`config.mk`:
```
export PLATFORM = sky130hd
export DESIGN_NAME = riff_wave_header_parser_unit
export DESIGN_NICKNAME = d
export VERILOG_FILES = /design/src/design/rwhp_pkg.sv /design/src/design/rwhp_parse.sv /design/src/design/riff_wave_header_parser_unit.sv
export VERILOG_INCLUDE_DIRS = /design/src /design/src/design
export SDC_FILE = /design/constraint.sdc
export NUM_CORES = 1
export LEC_CHECK = 0
export ABC_AREA = 1
export BUFFER_PORTS_ARGS = -buffer_cell sky130_fd_sc_hd__buf_2
export CAP_MARGIN = 10
export CORE_ASPECT_RATIO = 1.5
export CORE_MARGIN = 2
export CORE_UTILIZATION = 50
export DETAILED_ROUTE_END_ITERATION = 16
export PLACE_DENSITY = 0.68
export SYNTH_ARGS = -nofsm -noshare
export SYNTH_HDL_FRONTEND = slang
export SYNTH_SLANG_ARGS = --single-unit
```
`constraint.sdc`:
```
create_clock -name clk -period 5.4 [get_ports clk]
set_input_delay 0.27 -clock clk [delete_from_list [all_inputs] [get_ports clk]]
set_output_delay 0.27 -clock clk [all_outputs]
set_load 0.01 [all_outputs]
```
`src/design/riff_wave_header_parser_unit_defines.svh`:
```
// Assertion macros used by the RIFF/WAVE header parser RTL.
`ifndef RIFF_WAVE_HEADER_PARSER_UNIT_DEFINES_SVH
`define RIFF_WAVE_HEADER_PARSER_UNIT_DEFINES_SVH
`ifndef SYNTHESIS
// Checks that a condition holds at every clock edge outside reset.
`define RWHP_ASSERT_ALWAYS(lbl, clk_sig, rst_n_sig, cond) \
	lbl: assert property (@(posedge clk_sig) disable iff (!rst_n_sig) (cond)) \
		else $error("rwhp assertion failed");
// Checks that a consequence holds whenever its antecedent is seen.
`define RWHP_ASSERT_IMPLY(lbl, clk_sig, rst_n_sig, ante, cons) \
	lbl: assert property (@(posedge clk_sig) disable iff (!rst_n_sig) (ante) |-> (cons)) \
		else $error("rwhp implication failed");
`else
`define RWHP_ASSERT_ALWAYS(lbl, clk_sig, rst_n_sig, cond)
`define RWHP_ASSERT_IMPLY(lbl, clk_sig, rst_n_sig, ante, cons)
`endif
`endif

```
`src/design/rwhp_pkg.sv`:
```
// Types and constants of the RIFF/WAVE header parser.
package rwhp_pkg;

	typedef struct packed {
		logic [7:0] in_byte;
		logic       is_final;
	} item_t;

	typedef struct packed {
		logic        payload_valid;
		logic [7:0]  payload_byte;
		logic        header_ready;
		logic [1:0]  format_code;
		logic [15:0] channel_count;
		logic [31:0] sample_rate;
		logic [31:0] sample_count;
		logic [2:0]  status;
		logic        end_flag;
	} result_t;

	localparam logic [3:0] PH_RIFF      = 4'd0;
	localparam logic [3:0] PH_SEEK_FMT  = 4'd1;
	localparam logic [3:0] PH_SKIP_FMT  = 4'd2;
	localparam logic [3:0] PH_FMT_BODY  = 4'd3;
	localparam logic [3:0] PH_SEEK_DATA = 4'd4;
	localparam logic [3:0] PH_SKIP_DATA = 4'd5;
	localparam logic [3:0] PH_PAYLOAD   = 4'd6;
	localparam logic [3:0] PH_DONE      = 4'd7;
	localparam logic [3:0] PH_ERROR     = 4'd8;

	localparam logic [2:0] ST_BUSY      = 3'd0;
	localparam logic [2:0] ST_OK        = 3'd1;
	localparam logic [2:0] ST_BAD_RIFF  = 3'd2;
	localparam logic [2:0] ST_NO_FMT    = 3'd3;
	localparam logic [2:0] ST_NOT_PCM   = 3'd4;
	localparam logic [2:0] ST_NO_DATA   = 3'd5;
	localparam logic [2:0] ST_TRUNCATED = 3'd6;

	localparam logic [31:0] TAG_RIFF = {8'h52, 8'h49, 8'h46, 8'h46};
	localparam logic [31:0] TAG_WAVE = {8'h57, 8'h41, 8'h56, 8'h45};
	localparam logic [31:0] TAG_FMT  = {8'h66, 8'h6d, 8'h74, 8'h20};
	localparam logic [31:0] TAG_DATA = {8'h64, 8'h61, 8'h74, 8'h61};

	localparam logic [31:0] PCM_FORMAT = 32'd1;
	localparam logic [31:0] FMT_BODY_LEN = 32'd16;

endpackage

```
`src/design/rwhp_parse.sv`:
```
// Parser state and the per-byte field update that forms one result.
module rwhp_parse (
	input  logic              clk,
	input  logic              arst_n,
	input  logic              step,
	input  rwhp_pkg::item_t   item,
	output rwhp_pkg::result_t result
);

	logic [3:0]  phase_q, phase_n;
	logic [4:0]  bif_q, bif_n;
	logic [31:0] skip_q, skip_n;
	logic [31:0] tag_q, tag_n;
	logic [31:0] size_q, size_n;
	logic [15:0] chan_q, chan_n;
	logic [31:0] rate_q, rate_n;
	logic [15:0] bits_q, bits_n;
	logic [31:0] drem_q, drem_n;
	logic [2:0]  err_q, err_n;

	logic [7:0]  b;
	logic        fin;
	logic        stereo;
	logic        wide;

	assign b      = item.in_byte;
	assign fin    = item.is_final;
	assign stereo = (chan_q == 16'd2);
	assign wide   = (bits_q != 16'd8);

	always_comb begin
		phase_n = phase_q;
		bif_n   = bif_q;
		skip_n  = skip_q;
		tag_n   = tag_q;
		size_n  = size_q;
		chan_n  = chan_q;
		rate_n  = rate_q;
		bits_n  = bits_q;
		drem_n  = drem_q;
		err_n   = err_q;
		result  = '0;
		result.end_flag = fin;

		unique case (phase_q)
			rwhp_pkg::PH_RIFF: begin
				tag_n = {tag_q[23:0], b};
				if (bif_q == 5'd3 && tag_n != rwhp_pkg::TAG_RIFF) begin
					err_n   = rwhp_pkg::ST_BAD_RIFF;
					phase_n = rwhp_pkg::PH_ERROR;
				end else if (bif_q >= 5'd11) begin
					if (tag_n != rwhp_pkg::TAG_WAVE) begin
						err_n   = rwhp_pkg::ST_BAD_RIFF;
						phase_n = rwhp_pkg::PH_ERROR;
					end else begin
						phase_n = rwhp_pkg::PH_SEEK_FMT;
						bif_n   = '0;
					end
				end else begin
					bif_n = bif_q + 5'd1;
				end
			end
			rwhp_pkg::PH_SEEK_FMT, rwhp_pkg::PH_SEEK_DATA: begin
				// Bytes 0..3 carry the tag, bytes 4..7 the little-endian size.
				if (!bif_q[2]) begin
					tag_n = {tag_q[23:0], b};
				end else begin
					unique case (bif_q[1:0])
						2'd0: size_n = {24'd0, b};
						2'd1: size_n[15:8] = b;
						2'd2: size_n[23:16] = b;
						2'd3: size_n[31:24] = b;
					endcase
				end
				if (bif_q >= 5'd7) begin
					bif_n = '0;
					// A chunk header that ends on the last byte is not taken as found.
					if (!fin) begin
						if (phase_q == rwhp_pkg::PH_SEEK_FMT && tag_q == rwhp_pkg::TAG_FMT) begin
							phase_n = rwhp_pkg::PH_FMT_BODY;
						end else if (phase_q == rwhp_pkg::PH_SEEK_DATA
								&& tag_q == rwhp_pkg::TAG_DATA) begin
							result.header_ready  = 1'b1;
							result.format_code   = {stereo, wide};
							result.channel_count = chan_q;
							result.sample_rate   = rate_q;
							result.sample_count  = size_n >> ({1'b0, stereo} + {1'b0, wide});
							drem_n  = size_n;
							phase_n = (size_n == 32'd0) ? rwhp_pkg::PH_DONE
								: rwhp_pkg::PH_PAYLOAD;
						end else if (size_n != 32'd0) begin
							skip_n  = size_n;
							phase_n = (phase_q == rwhp_pkg::PH_SEEK_FMT) ? rwhp_pkg::PH_SKIP_FMT
								: rwhp_pkg::PH_SKIP_DATA;
						end
					end
				end else begin
					bif_n = bif_q + 5'd1;
				end
			end
			rwhp_pkg::PH_SKIP_FMT, rwhp_pkg::PH_SKIP_DATA: begin
				skip_n = skip_q - 32'd1;
				if (skip_n == 32'd0) begin
					phase_n = (phase_q == rwhp_pkg::PH_SKIP_FMT) ? rwhp_pkg::PH_SEEK_FMT
						: rwhp_pkg::PH_SEEK_DATA;
				end
			end
			rwhp_pkg::PH_FMT_BODY: begin
				unique case (bif_q)
					5'd0: tag_n = {24'd0, b};
					5'd1: begin
						if ((tag_q | {16'd0, b, 8'd0}) != rwhp_pkg::PCM_FORMAT) begin
							err_n   = rwhp_pkg::ST_NOT_PCM;
							phase_n = rwhp_pkg::PH_ERROR;
						end
					end
					5'd2: chan_n = {8'd0, b};
					5'd3: chan_n[15:8] = b;
					5'd4: rate_n = {24'd0, b};
					5'd5: rate_n[15:8] = b;
					5'd6: rate_n[23:16] = b;
					5'd7: rate_n[31:24] = b;
					5'd14: bits_n = {8'd0, b};
					5'd15: bits_n[15:8] = b;
					default: ;
				endcase
				if (phase_n != rwhp_pkg::PH_ERROR) begin
					if (bif_q >= 5'd15) begin
						bif_n   = '0;
						skip_n  = (size_q > rwhp_pkg::FMT_BODY_LEN)
							? size_q - rwhp_pkg::FMT_BODY_LEN : 32'd0;
						phase_n = (skip_n != 32'd0) ? rwhp_pkg::PH_SKIP_DATA
							: rwhp_pkg::PH_SEEK_DATA;
					end else begin
						bif_n = bif_q + 5'd1;
					end
				end
			end
			rwhp_pkg::PH_PAYLOAD: begin
				result.payload_valid = 1'b1;
				result.payload_byte  = b;
				drem_n = drem_q - 32'd1;
				if (drem_n == 32'd0) begin
					phase_n = rwhp_pkg::PH_DONE;
				end
			end
			default: ;
		endcase

		if (phase_n == rwhp_pkg::PH_ERROR) begin
			result.status = err_n;
		end else if (phase_n == rwhp_pkg::PH_DONE) begin
			result.status = rwhp_pkg::ST_OK;
		end else if (fin) begin
			unique case (phase_n)
				rwhp_pkg::PH_RIFF: result.status = rwhp_pkg::ST_BAD_RIFF;
				rwhp_pkg::PH_SEEK_FMT, rwhp_pkg::PH_SKIP_FMT: result.status = rwhp_pkg::ST_NO_FMT;
				rwhp_pkg::PH_PAYLOAD: result.status = rwhp_pkg::ST_TRUNCATED;
				default: result.status = rwhp_pkg::ST_NO_DATA;
			endcase
		end

		// The last byte of a file returns everything to reset for the next file.
		if (fin) begin
			phase_n = rwhp_pkg::PH_RIFF;
			bif_n   = '0;
			skip_n  = '0;
			tag_n   = '0;
			size_n  = '0;
			chan_n  = '0;
			rate_n  = '0;
			bits_n  = '0;
			drem_n  = '0;
			err_n   = '0;
		end
	end

	always_ff @(posedge clk or negedge arst_n) begin
		if (!arst_n) begin
			phase_q <= rwhp_pkg::PH_RIFF;
			bif_q   <= '0;
			skip_q  <= '0;
			tag_q   <= '0;
			size_q  <= '0;
			chan_q  <= '0;
			rate_q  <= '0;
			bits_q  <= '0;
			drem_q  <= '0;
			err_q   <= '0;
		end else if (step) begin
			phase_q <= phase_n;
			bif_q   <= bif_n;
			skip_q  <= skip_n;
			tag_q   <= tag_n;
			size_q  <= size_n;
			chan_q  <= chan_n;
			rate_q  <= rate_n;
			bits_q  <= bits_n;
			drem_q  <= drem_n;
			err_q   <= err_n;
		end
	end

endmodule

```
`src/design/riff_wave_header_parser_unit.sv`:
```
// Each byte passes the input register; its result is offered from the result register.
// One byte per cycle unless the result is stalled; the parser state updates once per byte.
// The input register refills in the same cycle that its byte moves into the result register.
// Reset (arst_n low) empties both registers and returns the parser to the RIFF header phase.
`include "riff_wave_header_parser_unit_defines.svh"
module riff_wave_header_parser_unit (
	input  logic              clk,
	input  logic              arst_n,
	input  logic              item_valid,
	output logic              item_ready,
	input  rwhp_pkg::item_t   item,
	output logic              result_valid,
	input  logic              result_ready,
	output rwhp_pkg::result_t result
);

	rwhp_pkg::item_t   item_s1;
	logic              item_valid_s1;
	rwhp_pkg::result_t result_s2;
	logic              result_valid_s2;
	rwhp_pkg::result_t step_result;
	logic              step;

	// A byte is parsed when the result register is free or is emptied this cycle.
	assign step       = item_valid_s1 && (!result_valid_s2 || result_ready);
	assign item_ready = !item_valid_s1 || step;

	always_ff @(posedge clk or negedge arst_n) begin
		if (!arst_n) begin
			item_valid_s1 <= 1'b0;
		end else if (item_ready) begin
			item_valid_s1 <= item_valid;
		end
	end

	always_ff @(posedge clk) begin
		if (item_ready && item_valid) begin
			item_s1 <= item;
		end
	end

	rwhp_parse u_parse (
		.clk    (clk),
		.arst_n (arst_n),
		.step   (step),
		.item   (item_s1),
		.result (step_result)
	);

	always_ff @(posedge clk or negedge arst_n) begin
		if (!arst_n) begin
			result_valid_s2 <= 1'b0;
		end else if (step) begin
			result_valid_s2 <= 1'b1;
		end else if (result_ready) begin
			result_valid_s2 <= 1'b0;
		end
	end

	always_ff @(posedge clk) begin
		if (step) begin
			result_s2 <= step_result;
		end
	end

	assign result_valid = result_valid_s2;
	assign result       = result_s2;

	`RWHP_ASSERT_IMPLY(a_payload_not_header, clk, arst_n,
		result_valid && result.payload_valid, !result.header_ready)
	`RWHP_ASSERT_IMPLY(a_fields_zero_without_header, clk, arst_n,
		result_valid && !result.header_ready,
		result.sample_count == 32'd0 && result.channel_count == 16'd0)
	`RWHP_ASSERT_IMPLY(a_final_not_busy, clk, arst_n,
		result_valid && result.end_flag, result.status != rwhp_pkg::ST_BUSY)
	`RWHP_ASSERT_IMPLY(a_payload_status, clk, arst_n,
		result_valid && result.payload_valid,
		result.status == rwhp_pkg::ST_BUSY || result.status == rwhp_pkg::ST_OK
		|| result.status == rwhp_pkg::ST_TRUNCATED)
	`RWHP_ASSERT_IMPLY(a_stalled_input_held, clk, arst_n,
		$past(item_valid_s1) && !$past(item_ready), $stable(item_s1))

endmodule

```
# Word level (Yosys, flattened, before mapping)

Cells that the tools add are included.

Register bits after elaboration: 311
Input port bits: 13
Output and inout bits: 98
Word-level logic and storage cells: 218

$add $sub $neg: 5
Order comparisons: 4
Equal/unequal tests: 42
Shifts and indexed selects: 1
Muxes and demuxes: 84
Bitwise gates (word level): 4
Reductions and logical operators: 50

Operators by type and width:

| kind                                                                      | number |
|---|---|
| 32-bit two-way mux                                                        | 21 |
| 32-bit case mux with 3 select lines                                       | 2 |
| 8-bit case mux with 2 select lines                                        | 8 |
| 32-bit logical NOT                                                        | 3 |
| 83-bit two-way mux                                                        | 1 |
| 32-bit by 31-bit equality test with 1-bit output, second input constant   | 2 |
| 16-bit two-way mux                                                        | 4 |
| 4-bit two-way mux                                                         | 16 |
| 32-bit by 31-bit inequality test with 1-bit output, second input constant | 2 |
| 32-bit case mux with 2 select lines                                       | 1 |
| 32-bit nonzero test                                                       | 2 |
| 32-bit by 1-bit subtractor with 32-bit output, second input constant      | 2 |
| 5-bit two-way mux                                                         | 7 |
| 3-bit two-way mux                                                         | 11 |
| 32-bit by 5-bit > comparator with 1-bit output, second input constant     | 1 |
| 8-bit two-way mux                                                         | 4 |
| 32-bit by 1-bit inequality test with 1-bit output, second input constant  | 1 |
| 32-bit by 16-bit bitwise OR with 32-bit output                            | 1 |
| 32-bit by 2-bit right shift with 32-bit output                            | 1 |
| 32-bit by 5-bit subtractor with 32-bit output, second input constant      | 1 |
| 3-bit AND reduction                                                       | 8 |
| 4-bit by 3-bit equality test with 1-bit output, second input constant     | 5 |
| 5-bit by 3-bit equality test with 1-bit output, second input constant     | 4 |
| 4-bit case mux with 5 select lines                                        | 1 |
| 39 further kinds                                                          | 81 |

# Logic depth before layout (Yosys ltp)

Gate-level depths: netlist of run 1.

Depth after elaboration: 17
Depth in mapped cells: 23
Mapped depth without buffers: 22

# Modules after synthesis

From an unflattened synthesis of run 1, not the netlist that was laid out.

Cell total of the unflattened synthesis: 2,318
Area total of the unflattened synthesis: 17,560.6 µm²

Modules (own cells, without submodules):

| module                       | times used | cells each | area each (µm²) |
|---|---|---|---|
| rwhp_parse                   | 1          | 2,201      | 14,312.5 |
| riff_wave_header_parser_unit | 1          | 117        | 3,248.1 |

# Worst setup path before layout of run 1

Ideal clock, no wire load.

Path kind: reg-to-reg
From: reg result_valid_s2, in the netlist result_valid
To: reg u_parse.drem_q[30]
Setup time: 0.083 ns
Arrival: 4.978 ns
Required time: 5.317 ns
Path slack: 0.340 ns
Cell stages (with the launch flop): 12
Clock period less this slack: 5.060 ns
Path through: dfrtp_1 > nand2_1 > nand2_1 > inv_1 > clkbuf_1 > nand2_1 > nor2_1 > inv_2 > clkbuf_1 > a21oi_1 > o21ai_0 > o21ai_0

Word-level cells in the longest chain between the ends: 4

RTL lines:

| element                              | RTL line                           | source |
|---|---|---|
| from (decl)                          | riff_wave_header_parser_unit.sv:20 | `logic result_valid_s2;` |
| from (signal assigned)               | riff_wave_header_parser_unit.sv:52 | `result_valid_s2 <= 1'b0;` |
| from (signal assigned)               | riff_wave_header_parser_unit.sv:54 | `result_valid_s2 <= 1'b1;` |
| from (signal assigned)               | riff_wave_header_parser_unit.sv:56 | `result_valid_s2 <= 1'b0;` |
| 1-bit logical NOT                    | riff_wave_header_parser_unit.sv:25 | `assign step = item_valid_s1 && (!result_valid_s2 \|\| result_ready);` |
| 1-bit logical OR                     | riff_wave_header_parser_unit.sv:25 |  |
| 1-bit logical AND                    | riff_wave_header_parser_unit.sv:25 |  |
| via step                             | riff_wave_header_parser_unit.sv:22 | `logic step;` |
| 5-bit AND reduction (no source line) | n/a                                |  |
| to (signal assigned)                 | rwhp_parse.sv:199                  | `drem_q <= drem_n;` |
| to (decl)                            | rwhp_parse.sv:18                   | `logic [31:0] drem_q, drem_n;` |

The timed path passes the listed nets, and every way through them passes these cells.
A chain may end at the register's enable or synchronous reset.

# Worst setup path in the final report of run 1

From: reg u_parse.chan_q[13]
To: reg result_s2, in the netlist result[18], data pin

Word-level cells in the longest chain between the ends: 3

RTL lines:

| element                                         | RTL line                           | source |
|---|---|---|
| from (decl)                                     | rwhp_parse.sv:15                   | `logic [15:0] chan_q, chan_n;` |
| from (signal assigned)                          | rwhp_parse.sv:196                  | `chan_q <= chan_n;` |
| 16-bit by 2-bit equality test with 1-bit output | rwhp_parse.sv:28                   | `assign stereo = (chan_q == 16'd2);` |
| via u_parse.stereo                              | rwhp_parse.sv:23                   | `logic stereo;` |
| 1-bit by 1-bit adder with 2-bit output          | rwhp_parse.sv:87                   | `result.sample_count = size_n >> ({1'b0, stereo} + {1'b0, wide});` |
| 32-bit by 2-bit right shift with 32-bit output  | rwhp_parse.sv:87                   |  |
| to (signal assigned)                            | riff_wave_header_parser_unit.sv:62 | `result_s2 <= step_result;` |
| to (decl)                                       | riff_wave_header_parser_unit.sv:19 | `rwhp_pkg::result_t result_s2;` |

The timed path passes the listed nets, and every way through them passes these cells.

==> out/results.ini, run 1 <==
[synth]
async_flop_share=0.662
netlist.area_leader.share=0.291
synthCells=2358
synth.avg_cell_area_sq_um=7.52
synth_flop_cell=dfrtp_1
yosysMostFrequentCell=nand2_1
synth_fp_nets=2383
synthTopCellsByArea=dfrtp_1, edfxtp_1, nand2_1
synth_area_sq_um=17700
ys_seq_elements=311
synth-seq-area-share=0.469
yosys_warnings=0
synth_top_area_cell=dfrtp_1
synth_cell_type_count=48
synth_commonest_cells=nand2_1, nor2_1, inv_1
synth_edf_count=105

[clock_tree]
tritoncts=done
path_clk_slew_ns=0.07
cts_buffer_depth=3
cts_setup_buffers=0
clkLatencyLatePin_ns=0.60
numCtsBuffers=30
htree_levels=1
cts_hold_buf=13
cts.sink_count=311
cts_resized=0
clockRootBuffer=clkbuf_16

[timing]
fmax_mhz=247
relSlewSlack=0.141
tns_ns=0
period_needed_ns=4.04
skew_ns=0.0184
worst-slew-pin-transition_ns=1.29
layout_setup_ws_ns=1.36
rsz0062_at_grt=false
slew_violations=0
holdWs_ns=0.257
setup_violations=0
finalCritPeriodShare=0.749
hold_viol_final=0

[critical_path]
cp-end-kind=register
path_max_fanout=36
critPathKind=register to register
arrival_ns=4.39
crit_path_start_kind=register
crit_required_ns=5.75

[pwr]
irDropWorstVdd_uv=255
combPwrFrac=0.343
pwr-share-seq=0.371
power.static_leakage_nw=9.37
power_density_nw_per_um2=395
p_clk_frac=0.286
p_int_w=0.00472
netSwitchingFraction=0.398
p_switching_w=0.00312

[route]
dr.pass1.iters=6
route.detailed.drc=0
drt_iter0_drc=1377
routedWlPerCell_um=21.2
ant_nets=0
via_per_inst=5.81
vias=17100
wl_um=62500

[final_layout]
antenna_cells=0
syn_to_final_growth_pct=12.0
multi_input_area_sq_um=7900
drive_gt1_frac=0.0937
fin_area_sq_um=19800
fin_cells=2950
register_area_sq_um=8310
final_nets=2479
fillers=3355

[global_route]
grtUsageTotal=0.338
grt_pass1_wl_um=95000
antenna_found_initial=1
grt_pass1_vias=16800
grt_max_degree=88
grt_overflow=0

[floorplan]
die_x_um=158
ios=111
die_h_um=235
fp.dieArea_sq_um=37000
num_rows=84
start_util=0.506
design.core.area_sq_um=35000

[worst_hold_path]
min_path_type=input pin to asynchronous set/reset pin

[flow_run]
cap_violations=0

[placed_design]
place_area_sq_um=18700
gp_congestion=1.09
portBuffers=110
dp_cells=2882
dp_slack_ns=1.47
place_hpwl_um=46000

[status]
run_status=finished, final reports clean

through the flow:
step,util,power (W)
2_1_floorplan,-,0.00472
3_3_place_gp,0.534,0.00552
3_5_place_dp,0.534,0.00555
4_1_cts,0.567,0.00780
5_1_grt,0.567,0.00825
6_report,0.567,0.00784
final cells by class:
class	count	share of cell area
Clock inverter	22	0.0127
Inverter	302	0.0572
Clock buffer	33	0.0394
Tap cell	473	0.0298
Timing Repair Buffer	148	0.0442
Multi-Input combinational cell	1661	0.398
Sequential cell	311	0.419
cells by family after synthesis:
kind of cell,Yosys count,synth area share
xor gates and xnor gates,29,0.0143
adders and majority gates,12,0.00847
DFF,311,0.469
buffers and inverters,386,0.0857
and+or+nand+nor,1190,0.280
AOI/OAI and AO/OA,430,0.143
flip-flops by register name, summed over array words and instances, names as in the netlist:
register and cells:
u_parse.phase_q 4, u_parse.tag_q 32, u_parse.bif_q 5, u_parse.bits_q 16, u_parse.skip_q 32, item_valid_s1 1, u_parse.rate_q 32, result 96
item_s1 9, u_parse.size_q 32, u_parse.drem_q 32, result_valid 1, u_parse.err_q 3, u_parse.chan_q 16
critical path, cell delays in order (launching register included):
cell	delay, ns
dfrtp_1	0.39
nor4_1	0.43
nand4_1	0.30
inv_1	0.12
ha_1	0.68
clkinv_1	0.94
o21ai_0	0.66
nor2_1	0.09
o21a_1	0.18
final timing paths:
path	startpoint	endpoint	slack, ns	depth (start not counted)
max in group asynchronous	arst_n	u_parse.drem_q[6]	3.76	3
min in group clk	item[4]	item_s1[4]	0.41	2
worst max register to register	u_parse.chan_q[13]	result[18]	1.36	8
worst min register to register	u_parse.rate_q[3]	u_parse.rate_q[3]	0.48	2
worst max-delay path	u_parse.chan_q[13]	result[18]	1.36	8
worst min-delay path	arst_n	u_parse.skip_q[22]	0.26	2
metal layers:
| layer | vias to the layer above | wire, um | GRT usage | part of all wire |
|---|---|---|---|---|
| met4 | 2 | 4720 | 0.218 | 0.075 |
| met1 | 8113 | 22600 | 0.386 | 0.36 |
| met5 | - | 12 | 0 | 0.00019 |
| li1 | 7985 | - | - | - |
| met2 | 785 | 31000 | 0.586 | 0.50 |
| met3 | 250 | 4180 | 0.0530 | 0.067 |
cell usage in the layout, fill, tap and decap left out, types with 30 or more instances in the layout:
cell type / count
o22ai_1: 88
nand4_1: 44
a21oi_1: 38
dfrtp_1: 206
nand3_1: 157
clkbuf_16: 30
buf_2: 109
o21ai_0: 221
inv_1: 287
nand2_1: 503
edfxtp_1: 105
nor2_1: 419
power by group through the flow:
stage | clock [W] | combinational (W) | sequential [W]
floorplan | 0 | 0.00179 | 0.00293
global placement | 0 | 0.00258 | 0.00293
detailed placement | 0 | 0.00261 | 0.00294
CTS | 0.00227 | 0.00263 | 0.00290
global route | 0.00234 | 0.00298 | 0.00293
finish | 0.00225 | 0.00269 | 0.00290
No activity file was read; power rests on OpenSTA's default activity.
==> run 2, diff against run 1 <==
--- a/config.mk
+++ b/config.mk
@@ -6,7 +6,7 @@
 export SDC_FILE = /design/constraint.sdc
 export NUM_CORES = 1
 export LEC_CHECK = 0
-export ABC_AREA = 1
+export ABC_AREA = 0
 export BUFFER_PORTS_ARGS = -buffer_cell sky130_fd_sc_hd__buf_2
 export CAP_MARGIN = 10
 export CORE_ASPECT_RATIO = 1.5
==> constraint.sdc (replaced) <==
create_clock -name clk -period 4 [get_ports clk]
set_input_delay 0.2 -clock clk [delete_from_list [all_inputs] [get_ports clk]]
set_output_delay 0.2 -clock clk [all_outputs]
set_load 0.01 [all_outputs]
==> run 2 against run 1 <==
  * Global-route usage down 2.7 points
  * Non-clock buffer count increased by 63
  * First-iteration DRC count is 16% lower
==> out/results.ini, run 2 <==
[clock_tree]
clockRootBuffer=clkbuf_16  ; unchanged
path_clk_slew_ns=0.07  ; about the same
numCtsBuffers=30  ; unchanged
clkLatencyLatePin_ns=0.59  ; was 0.60 ns
cts_buffer_depth=3  ; unchanged
htree_levels=1  ; unchanged
cts.sink_count=311  ; unchanged
tritoncts=done  ; unchanged
cts_setup_buffers=0  ; unchanged

[route]
wl_um=54900  ; was 62500 um
drt_iter0_drc=1153  ; was 1377
vias=15000  ; was 17100
route.detailed.drc=0  ; unchanged
routedWlPerCell_um=23.0  ; was 21.2 um
ant_nets=0  ; unchanged
via_per_inst=6.27  ; was 5.81
dr.pass1.iters=6  ; unchanged

[placed_design]
gp_congestion=1.01  ; was 1.09
place_hpwl_um=39500  ; was 46000 um
portBuffers=110  ; unchanged
dp_slack_ns=0.326  ; was 1.47 ns
dp_cells=2319  ; was 2882

[floorplan]
die_x_um=154  ; was 158 um
num_rows=82  ; was 84
start_util=0.507  ; was 0.506
fp.dieArea_sq_um=35500  ; was 37000 sq um
design.core.area_sq_um=33400  ; was 35000 sq um
die_h_um=230  ; was 235 um
ios=111  ; unchanged

[final_layout]
register_area_sq_um=8310  ; unchanged
syn_to_final_growth_pct=15.1  ; was 12.0%
antenna_cells=0  ; unchanged
drive_gt1_frac=0.149  ; was 0.0937
utilization=0.584  ; was 0.567
fin_cells=2388  ; was 2950
fillers=2935  ; was 3355
largest_reg_flops=96  ; unchanged
final_nets=1969  ; was 2479
layout_common_cells=nand2_1, o21ai_0, dfrtp_1, nor2_1, buf_2  ; was nand2_1, nor2_1, inv_1, o21ai_0, dfrtp_1
multi_input_area_sq_um=8140  ; was 7900 sq um
layout.cells.most_common=nand2_1  ; unchanged

[critical_path]
critPathKind=register to register  ; unchanged
crit_path_start=u_parse.skip_q[0]  ; was u_parse.chan_q[13]
crit_path_start_kind=register  ; unchanged
timing.rr.start=u_parse.skip_q[0]  ; was u_parse.chan_q[13]
cp-end-kind=register  ; unchanged
arrival_ns=4.04  ; was 4.39 ns
path_max_fanout=7  ; was 36
crit_required_ns=4.34  ; was 5.75 ns

[pwr]
irDropWorstVdd_uv=410  ; was 255 uV
power_density_nw_per_um2=455  ; was 395 nW/um^2
p_int_w=0.00609  ; was 0.00472 W
combPwrFrac=0.230  ; was 0.343
power.static_leakage_nw=8.31  ; was 9.37 nW
p_clk_frac=0.349  ; was 0.286
netSwitchingFraction=0.315  ; was 0.398
pwr-share-seq=0.421  ; was 0.371
p_switching_w=0.00280  ; was 0.00312 W

[synth]
synth-seq-area-share=0.490  ; was 0.469
async_flop_share=0.662  ; unchanged
synthTopCellsByArea=dfrtp_1, edfxtp_1, o21ai_0  ; was dfrtp_1, edfxtp_1, nand2_1
synth.avg_cell_area_sq_um=9.32  ; was 7.52 sq um
synth_top_area_cell=dfrtp_1  ; unchanged
ys_seq_elements=311  ; unchanged
synth_commonest_cells=nand2_1, o21ai_0, dfrtp_1  ; was nand2_1, nor2_1, inv_1
synth_fp_nets=1846  ; was 2383
synth_cell_type_count=86  ; was 48
synth_flop_cell=dfrtp_1  ; unchanged
synth_edf_count=105  ; unchanged
synth_area_sq_um=17000  ; was 17700 sq um
yosys_warnings=0  ; unchanged
synthCells=1821  ; was 2358
yosysMostFrequentCell=nand2_1  ; unchanged
netlist.area_leader.share=0.304  ; was 0.291

[global_route]
grt_max_degree=107  ; was 88
grt_pass1_vias=14900  ; was 16800
grt_overflow=0  ; unchanged
antenna_found_initial=1  ; unchanged
grt_pass1_wl_um=85800  ; was 95000 um
grtUsageTotal=0.311  ; was 0.338

[timing]
slew_violations=0  ; unchanged
rsz0062_at_grt=false  ; unchanged
finalCritPeriodShare=0.923  ; was 0.749
tns_ns=0  ; unchanged
layout_setup_ws_ns=0.309  ; was 1.36 ns
skew_ns=0.0212  ; was 0.0184 ns
hold_viol_final=0  ; unchanged
fmax_mhz=271  ; was 247 MHz
period_needed_ns=3.69  ; was 4.04 ns
holdWs_ns=0.251  ; was 0.257 ns
relSlewSlack=0.301  ; was 0.141
worst-slew-pin-transition_ns=1.05  ; was 1.29 ns
setup_violations=0  ; unchanged

[status]
run_status=finished, final reports clean  ; unchanged

[worst_hold_path]
min_path_type=input pin to asynchronous set/reset pin  ; unchanged

[flow_run]
cap_violations=0  ; unchanged

-- run 2: changes by cell type after synthesis, moves of 37 or more --
cell / previous run / this run
a21oi_1: 38 / 75
and2_1: 2 / 67
clkbuf_1: 62 / 112
inv_1: 288 / 25
nand2_1: 503 / 237
nand3_1: 157 / 41
nor2_1: 419 / 167
nor3_1: 24 / 63
o22ai_1: 88 / 16
-- run 2: worst paths after layout --
kind / end / slack, ns / depth (start not counted)
max: result[1] / 0.31 / 13
min: result_valid / 0.25 / 2
max reg2reg: result[1] / 0.31 / 13
min reg2reg: u_parse.rate_q[18] / 0.47 / 2
max in group asynchronous: u_parse.bits_q[5] / 2.67 / 3
min in group clk: item_s1[3] / 0.34 / 2
-- run 2: worst max-delay path: stages (launching register included) --
cell and delay (ns):
dfrtp_1 0.44, inv_1 0.11, ha_1 0.31, nor2b_1 0.21, nand4_1 0.28, nor4_1 0.37
xor2_1 0.13, or4_1 0.55, nor4_2 0.14, buf_4 0.21, o211ai_2 0.17, mux2i_1 0.21
a32oi_1 0.12, a41o_1 0.21
-- run 2: cell type report --
class | count | area share
repair buffers | 211 | 0.0710
inverters | 26 | 0.00519
well taps | 420 | 0.0269
clock buffers | 39 | 0.0423
flip-flops and latches | 311 | 0.425
clock inverters | 17 | 0.0129
multi-input cells | 1364 | 0.416
-- run 2: what timing repair did --
action                    4_1_cts  5_1_grt
hold buffers                   13        0
gates resized for setup         0        0
hold endpoints to repair      115        0
-- run 2: metrics by stage --
stage | total power, W | cell area (sq um)
floorplan | 0.00511 | 17000
global placement | 0.00578 | 18300
detailed placement | 0.00581 | 18300
CTS | 0.00894 | 19500
global route | 0.00930 | 19500
finish | 0.00889 | 19500
-- run 2: power by group through the flow --
stage	sequential (W)	clock, W	combinational, W
after floorplan	0.00375	0	0.00136
after global placement	0.00379	0	0.00199
after detailed placement	0.00380	0	0.00201
after CTS	0.00374	0.00316	0.00203
after global routing	0.00377	0.00327	0.00226
final	0.00375	0.00310	0.00204
-- run 2: cell families after synthesis --
family / count (synthesis) / share of synthesized area
AND/OR/NAND/NOR: 767 / 0.229
XOR/XNOR: 46 / 0.0237
flip-flops: 311 / 0.490
multiplexers: 50 / 0.0414
AO/OA/AOI/OAI: 489 / 0.174
adder cells (fa/ha/maj): 12 / 0.00885
buffers and inverters: 146 / 0.0327
-- run 2: metal layers --
layer,vias up,routed length (um),GRT usage
met2,628,27300,0.547
li1,6930,-,-
met3,176,3080,0.0411
met1,7233,20900,0.365
met5,-,16,0
met4,2,3560,0.174
